==> src/sv/cv2d_pkg.sv <==
package cv2d_pkg;

  // Default values for the top-level parameters.
  localparam int KernelWidthDef  = 3;
  localparam int KernelHeightDef = 3;
  localparam int MaxWidthDef     = 1024;

  // Fixed field widths.
  localparam int PixW         = 16;
  localparam int ImageWidthW  = 11;
  localparam int ImageHeightW = 16;
  localparam int CfgDataW     = 64;
  localparam int CfgIndexW    = 3;
  localparam int NumKernRows  = 4;

  // Register reset values.
  localparam logic [ImageWidthW-1:0]  ImageWidthRst  = ImageWidthW'(1024);
  localparam logic [ImageHeightW-1:0] ImageHeightRst = ImageHeightW'(1024);

  // Configuration register indexes.
  typedef enum logic [CfgIndexW-1:0] {
    CfgImageWidth  = 3'd0,
    CfgImageHeight = 3'd1,
    CfgKernelRow0  = 3'd2,
    CfgKernelRow1  = 3'd3,
    CfgKernelRow2  = 3'd4,
    CfgKernelRow3  = 3'd5
  } cv2d_cfg_idx_e;

  // Packed kernel rows, four signed 16-bit coefficients each, column 0 in low bits.
  typedef logic [NumKernRows-1:0][CfgDataW-1:0] cv2d_kernel_t;

  // Position marks that travel with a result.
  typedef struct packed {
    logic eor;
    logic eof;
  } cv2d_flags_t;

endpackage

==> src/sv/cv2d_mac.sv <==
module cv2d_mac
  import cv2d_pkg::*;
#(
  parameter int KernelWidth  = KernelWidthDef,
  parameter int KernelHeight = KernelHeightDef
) (
  input  logic                                      clk_i,
  input  logic                                      rst_ni,
  input  cv2d_kernel_t                              kernel_i,
  input  logic                                      win_valid_i,
  output logic                                      win_ready_o,
  input  logic [KernelHeight*KernelWidth-1:0][PixW-1:0] win_pixels_i,
  input  cv2d_flags_t                               win_flags_i,
  output logic                                      result_valid_o,
  input  logic                                      result_ready_i,
  output logic [PixW-1:0]                           result_value_o,
  output logic                                      end_of_row_o,
  output logic                                      end_of_frame_o
);

  localparam int WinN = KernelHeight * KernelWidth;

  logic [WinN-1:0][PixW-1:0]   prod_d, prod_q;
  logic [WinN-1:0][2*PixW-1:0] prod_full;
  logic                        b_valid_q, b_go, o_valid_q;
  cv2d_flags_t                 b_flags_q, o_flags_q;
  logic [PixW-1:0]             sum, o_value_q;

  // Stage B drains into the output register when it is empty or being read.
  assign b_go        = b_valid_q && (!o_valid_q || result_ready_i);
  assign win_ready_o = !b_valid_q || b_go;

  // One multiplier per window tap; products wrap to 16 bits.
  always_comb begin
    for (int ky = 0; ky < KernelHeight; ky++) begin
      for (int kx = 0; kx < KernelWidth; kx++) begin
        prod_full[ky*KernelWidth+kx] = kernel_i[ky][kx*PixW +: PixW] *
                                       win_pixels_i[ky*KernelWidth+kx];
        prod_d[ky*KernelWidth+kx]    = prod_full[ky*KernelWidth+kx][PixW-1:0];
      end
    end
  end

  // Wrapping sum over the registered products.
  always_comb begin
    sum = '0;
    for (int i = 0; i < WinN; i++) begin
      sum = sum + prod_q[i];
    end
  end

  always_ff @(posedge clk_i or negedge rst_ni) begin
    if (!rst_ni) begin
      b_valid_q <= 1'b0;
      o_valid_q <= 1'b0;
    end else begin
      if (win_ready_o) begin
        b_valid_q <= win_valid_i;
      end
      if (!o_valid_q || result_ready_i) begin
        o_valid_q <= b_valid_q;
      end
    end
  end

  // Product and result payload registers.
  always_ff @(posedge clk_i) begin
    if (win_valid_i && win_ready_o) begin
      prod_q    <= prod_d;
      b_flags_q <= win_flags_i;
    end
    if (b_go) begin
      o_value_q <= sum;
      o_flags_q <= b_flags_q;
    end
  end

  assign result_valid_o = o_valid_q;
  assign result_value_o = o_value_q;
  assign end_of_row_o   = o_flags_q.eor;
  assign end_of_frame_o = o_flags_q.eof;

endmodule

==> config.mk <==
export PLATFORM = sky130hd
export DESIGN_NAME = cv2d_mac
export DESIGN_NICKNAME = d
export VERILOG_FILES = /design/src/sv/cv2d_pkg.sv /design/src/sv/cv2d_mac.sv
export SDC_FILE = /design/constraint.sdc
export NUM_CORES = 2
export LEC_CHECK = 0
export ABC_AREA = 0
export BUFFER_PORTS_ARGS = -buffer_cell sky130_fd_sc_hd__buf_2
export CORE_ASPECT_RATIO = 0.8
export CORE_MARGIN = 2
export CORE_UTILIZATION = 33
export CTS_CLUSTER_DIAMETER = 200
export DETAILED_ROUTE_END_ITERATION = 16
export SLEW_MARGIN = 20
export SYNTH_ARGS = -nofsm -noshare
export SYNTH_HDL_FRONTEND = slang
export SYNTH_SLANG_ARGS = --single-unit
export TNS_END_PERCENT = 20
==> constraint.sdc <==
create_clock -name clk_i -period 4.01 [get_ports clk_i]
set_input_delay 0.2005 -clock clk_i [delete_from_list [all_inputs] [get_ports clk_i]]
set_output_delay 0.2005 -clock clk_i [all_outputs]
set_load 0.005 [all_outputs]
# Yosys cells after proc, flatten, opt, wreduce, memory -nomap -nowiden
# Cells that the tools add are included.
[word_totals]
reg_bits = 166
inputBits = 406
out_inout_bits = 20
word_cells = 39
[op_classes]
add_sub_neg = 8
multipliers = 9
n_reduce_logical = 6
[op_table]
columns = ["cell", "n"]
rows = [
  ["16-bit by 16-bit multiplier with 16-bit output", 9],
  ["16-bit adder", 8],
  ["1-bit logical AND", 2],
  ["1-bit logical NOT", 2],
  ["1-bit logical OR", 2],
]

# Longest topological paths before layout
[logic_depth]
word_depth = 8
ltp_mapped = 22
depth_no_buf = 21

# Least setup slack after synthesis
# No wires, ideal clock.
[synth_timing]
path_type = "input to register"
startpoint = "input kernel_i[19] (netlist bit)"
endpoint = "register prod_q[29] (netlist bit) (data pin)"
arrival_ns = 4.834
required_time_ns = 3.752
slack_ns = -1.082
path_stages = 19
cell_sequence = "clkbuf_1 -> nand2_1 -> fa_1 -> inv_1 -> fa_1 -> ha_1 -> fa_1 -> inv_1 -> fa_1 -> fa_1 -> inv_1 -> ha_1 -> and3_1 -> a221o_1 -> nor4_1 -> nor2_1 -> a21o_1 -> a21oi_1 -> xnor2_1"
[synth_rtl]
columns = ["element", "line_no", "rtl"]
rows = [
  ["start, declared", "cv2d_mac.sv:9", "input cv2d_kernel_t kernel_i,"],
  ["end signal, assigned", "cv2d_mac.sv:69", "prod_q <= prod_d;"],
  ["end, declared", "cv2d_mac.sv:23", "logic [WinN-1:0][PixW-1:0] prod_d, prod_q;"],
]

# Worst setup path in the final report
[layout_timing]
startpoint = "register prod_q[2] (netlist bit)"
endpoint = "register o_value_q[14], in the netlist result_value_o[14] (data pin)"
[layout_between]
elab_chain_cells = 8
[layout_lines]
columns = ["element", "line_no", "rtl"]
rows = [
  ["16-bit adder (8 in a row)", "cv2d_mac.sv:48", "sum = sum + prod_q[i];"],
  ["net sum[14]", "cv2d_mac.sv:27", "logic [PixW-1:0] sum, o_value_q;"],
  ["end signal, assigned", "cv2d_mac.sv:73", "o_value_q <= sum;"],
  ["end, declared", "cv2d_mac.sv:27", ""],
]
# The timed path passes the listed nets, and every way through them passes these cells.
# A chain may end at the register's enable or synchronous reset.

==> results.json <==
{
  "status": "finished, violations left",
  "violations": "setup timing",
  "cp_top_family": "adder cells",
  "fin_ws_ns": -0.687,
  "ys_warn_count": 0,
  "dpl.hpwl_mm": 100,
  "r2r_cells": 18,
  "final.period_utilization": 1.17,
  "ys_types": 50,
  "syn_area_per_cell_um2": 9.28,
  "clk_latency_ns": 0.46,
  "core_area_mm2": 0.130,
  "synth_seq_area_share": 0.115,
  "rr_endpoint": "result_value_o[14]",
  "synth_fp_nets": 6357,
  "grt_overflow": 0,
  "crit_path_end_kind": "flip-flop",
  "io_buffers": 313,
  "synth_common_cells": "inv_1, fa_1, nand2_1",
  "grt_usage": 0.173,
  "wirelength_mm": 114,
  "drt-pass1-iter-count": 5,
  "dieHeight_um": 328,
  "fmax_mhz": 213,
  "place_area_mm2": 0.0527,
  "h-tree-depth": 4,
  "critical_path_class": "reg -> reg",
  "slowest_delay_ns": 0.56,
  "num_rows": 118,
  "final_nets": 7242,
  "numCtsBuffers": 17,
  "hp-start": "result_ready_i",
  "viasPerCell": 4.44,
  "reg2reg_slack_ns": -0.69,
  "crit_slowest_cell": "fa_2",
  "final-hold-violation-count": 0,
  "drv_slew": 0,
  "crit_required_ns": 4.24,
  "holdPathStages": 3,
  "layout_min_cycle_time_ns": 4.70,
  "synth-seq-cells": 166,
  "tightest_slew_ns": 0.615,
  "synth_most_common_cell": "inv_1",
  "path_clk_slew_ns": 0.08,
  "vias": 32477,
  "ys.flop_type": "edfxtp_1",
  "worstPathCellList": "inv_2, fa_2, inv_2, fa_1, fa_1, inv_1, fa_1, inv_2, ha_4, inv_2, fa_2, nor2b_2, o21ai_2, a21boi_2, nor4_4, o311ai_2, o41ai_2, xnor2_2",
  "die_area_mm2": 0.134,
  "timing.rr.start": "prod_q[2]",
  "cap_violations": 0,
  "startpoint_type": "flip-flop",
  "grt_pass1_wl_mm": 186,
  "cts_tree": "done",
  "route.detailed.wl_per_inst_um": 15.6,
  "drive_gt1_frac": 0.246,
  "synth_area_leaders": "fa_1, ha_1, edfxtp_1, inv_1, and2_1",
  "first_iter_violations": 1579,
  "rsz0062_at_grt": "true",
  "critPathArrivalTime_ns": 4.93,
  "antenna_found_initial": 3,
  "syn_to_final_growth_pct": 26.1,
  "synth_edf_count": 164,
  "relSlewSlack": 0.590,
  "start_util": 0.334,
  "grt_max_degree": 87,
  "cts_root_buf": "clkbuf_16",
  "cts_buffer_depth": 2,
  "setup_viol": 64,
  "drc": 0,
  "syn_inst": 4673,
  "yosysTopAreaCell": "fa_1",
  "holdWs_ns": 0.0453,
  "pin_count": 426,
  "stdcell_area_mm2": 0.0547,
  "ant_nets": 0,
  "gp_congestion": 0.916,
  "async_flop_share": 0.0120,
  "synth_top_area_share": 0.379,
  "hp-class": "in -> reg",
  "critPathBufInv": 5,
  "cp_max_fo": 2,
  "die_x_um": 409,
  "syn_area_mm2": 0.0434,
  "clock_skew_ns": 0.0166,
  "grt_pass1_vias": 35281,
  "cp_common_cell": "inv_2",
  "whs_endpoint": "result_valid_o",
  "cts_num_sinks": 166
}
## cell type report
type	count	area [um2]
inverter	1151	4320
fill	12754	75300
timing repair buffer	990	7340
multi-input combinational	3232	35300
sequential	166	4970
antenna	1	2.50
tap	1740	2180
clock buffer	17	425
clock inverter	15	131
## cell families (layout without fill, tap and decap cells)
family,after synthesis,in the layout,synth area share
flip-flops,166,166,0.115
adder cells (fa/ha/maj),1278,1278,0.511
other,0,1,0
AO/OA/AOI/OAI,190,190,0.0294
buffers and inverters,1275,2173,0.110
AND/OR/NAND/NOR,1385,1385,0.158
XOR/XNOR,379,379,0.0766
## per-layer routing
layer / share of wire / global-route usage / up-vias
met5: 0 / 0 / -
met4: 0.0097 / 0.0209 / 0
met3: 0.047 / 0.0227 / 75
met2: 0.46 / 0.285 / 616
met1: 0.48 / 0.251 / 16251
li1: - / - / 15535
## cell usage in the layout (no fill, tap or decap), drive strengths merged, types with 14 or more instances in the layout
| master | count |
|---|---|
| a21o | 18 |
| a21oi | 60 |
| and2 | 596 |
| buf | 976 |
| clkbuf | 27 |
| edfxtp | 164 |
| fa | 821 |
| ha | 457 |
| inv | 1160 |
| nand2 | 660 |
| nand2b | 14 |
| nand3 | 21 |
| nor2 | 53 |
| o21ai | 34 |
| xnor2 | 301 |
| xor2 | 78 |
## sequential cells by signal, indices dropped and copies added (netlist names)
register and cells:
prod_q 144, b_flags_q 2, result_valid_o 1, end_of_row_o 1
b_valid_q 1, end_of_frame_o 1, result_value_o 16
## how the worst max path moves through the flow
stage / end / slack (ns) / cells after the start / startpoint
floorplan: prod_q[29] / -0.86 / 18 / kernel_i[20]
global placement: prod_q[95] / -1.22 / 17 / win_pixels_i[84]
detailed placement: prod_q[31] / -1.25 / 18 / win_pixels_i[20]
CTS: result_value_o[14] / -0.69 / 18 / prod_q[2]
global route: result_value_o[14] / -0.93 / 18 / prod_q[34]
finish: result_value_o[14] / -0.69 / 18 / prod_q[2]
## metrics by stage
stage | cells | utilization | setup TNS, ns | setup slack, ns
after CTS | 7305 | 0.417 | -21.83 | -0.688
after detailed placement | 7266 | 0.406 | -63.73 | -1.25
after global routing | 7312 | 0.421 | -32.28 | -0.926
after global placement | 7266 | 0.406 | -60.44 | -1.22
after floorplan | 4673 | - | -91.80 | -0.859
final | 7312 | 0.421 | -21.49 | -0.687
## worst reg2reg max path, cell delays in order, from the launching register on
cell and delay [ns]:
edfxtp_1 0.40, inv_2 0.05, fa_2 0.56, inv_2 0.05, fa_1 0.48, fa_1 0.53, inv_1 0.06, fa_1 0.46
inv_2 0.08, ha_4 0.13, inv_2 0.04, fa_2 0.34, nor2b_2 0.14, o21ai_2 0.08, a21boi_2 0.23, nor4_4 0.07
o311ai_2 0.32, o41ai_2 0.13, xnor2_2 0.32
## timing repair
action                                  in CTS  in global routing
endpoints found under the setup margin      71                 75
setup buffers                                8                  8
hold buffers                                 4                  0
resized for setup                          212                138
pin swaps                                  124                 90
gates cloned                                 0                  1
endpoints found under the hold margin        5                  0
Power is not shown: default switching activity piles up to over one toggle a cycle in this logic, so the estimate is an artifact.
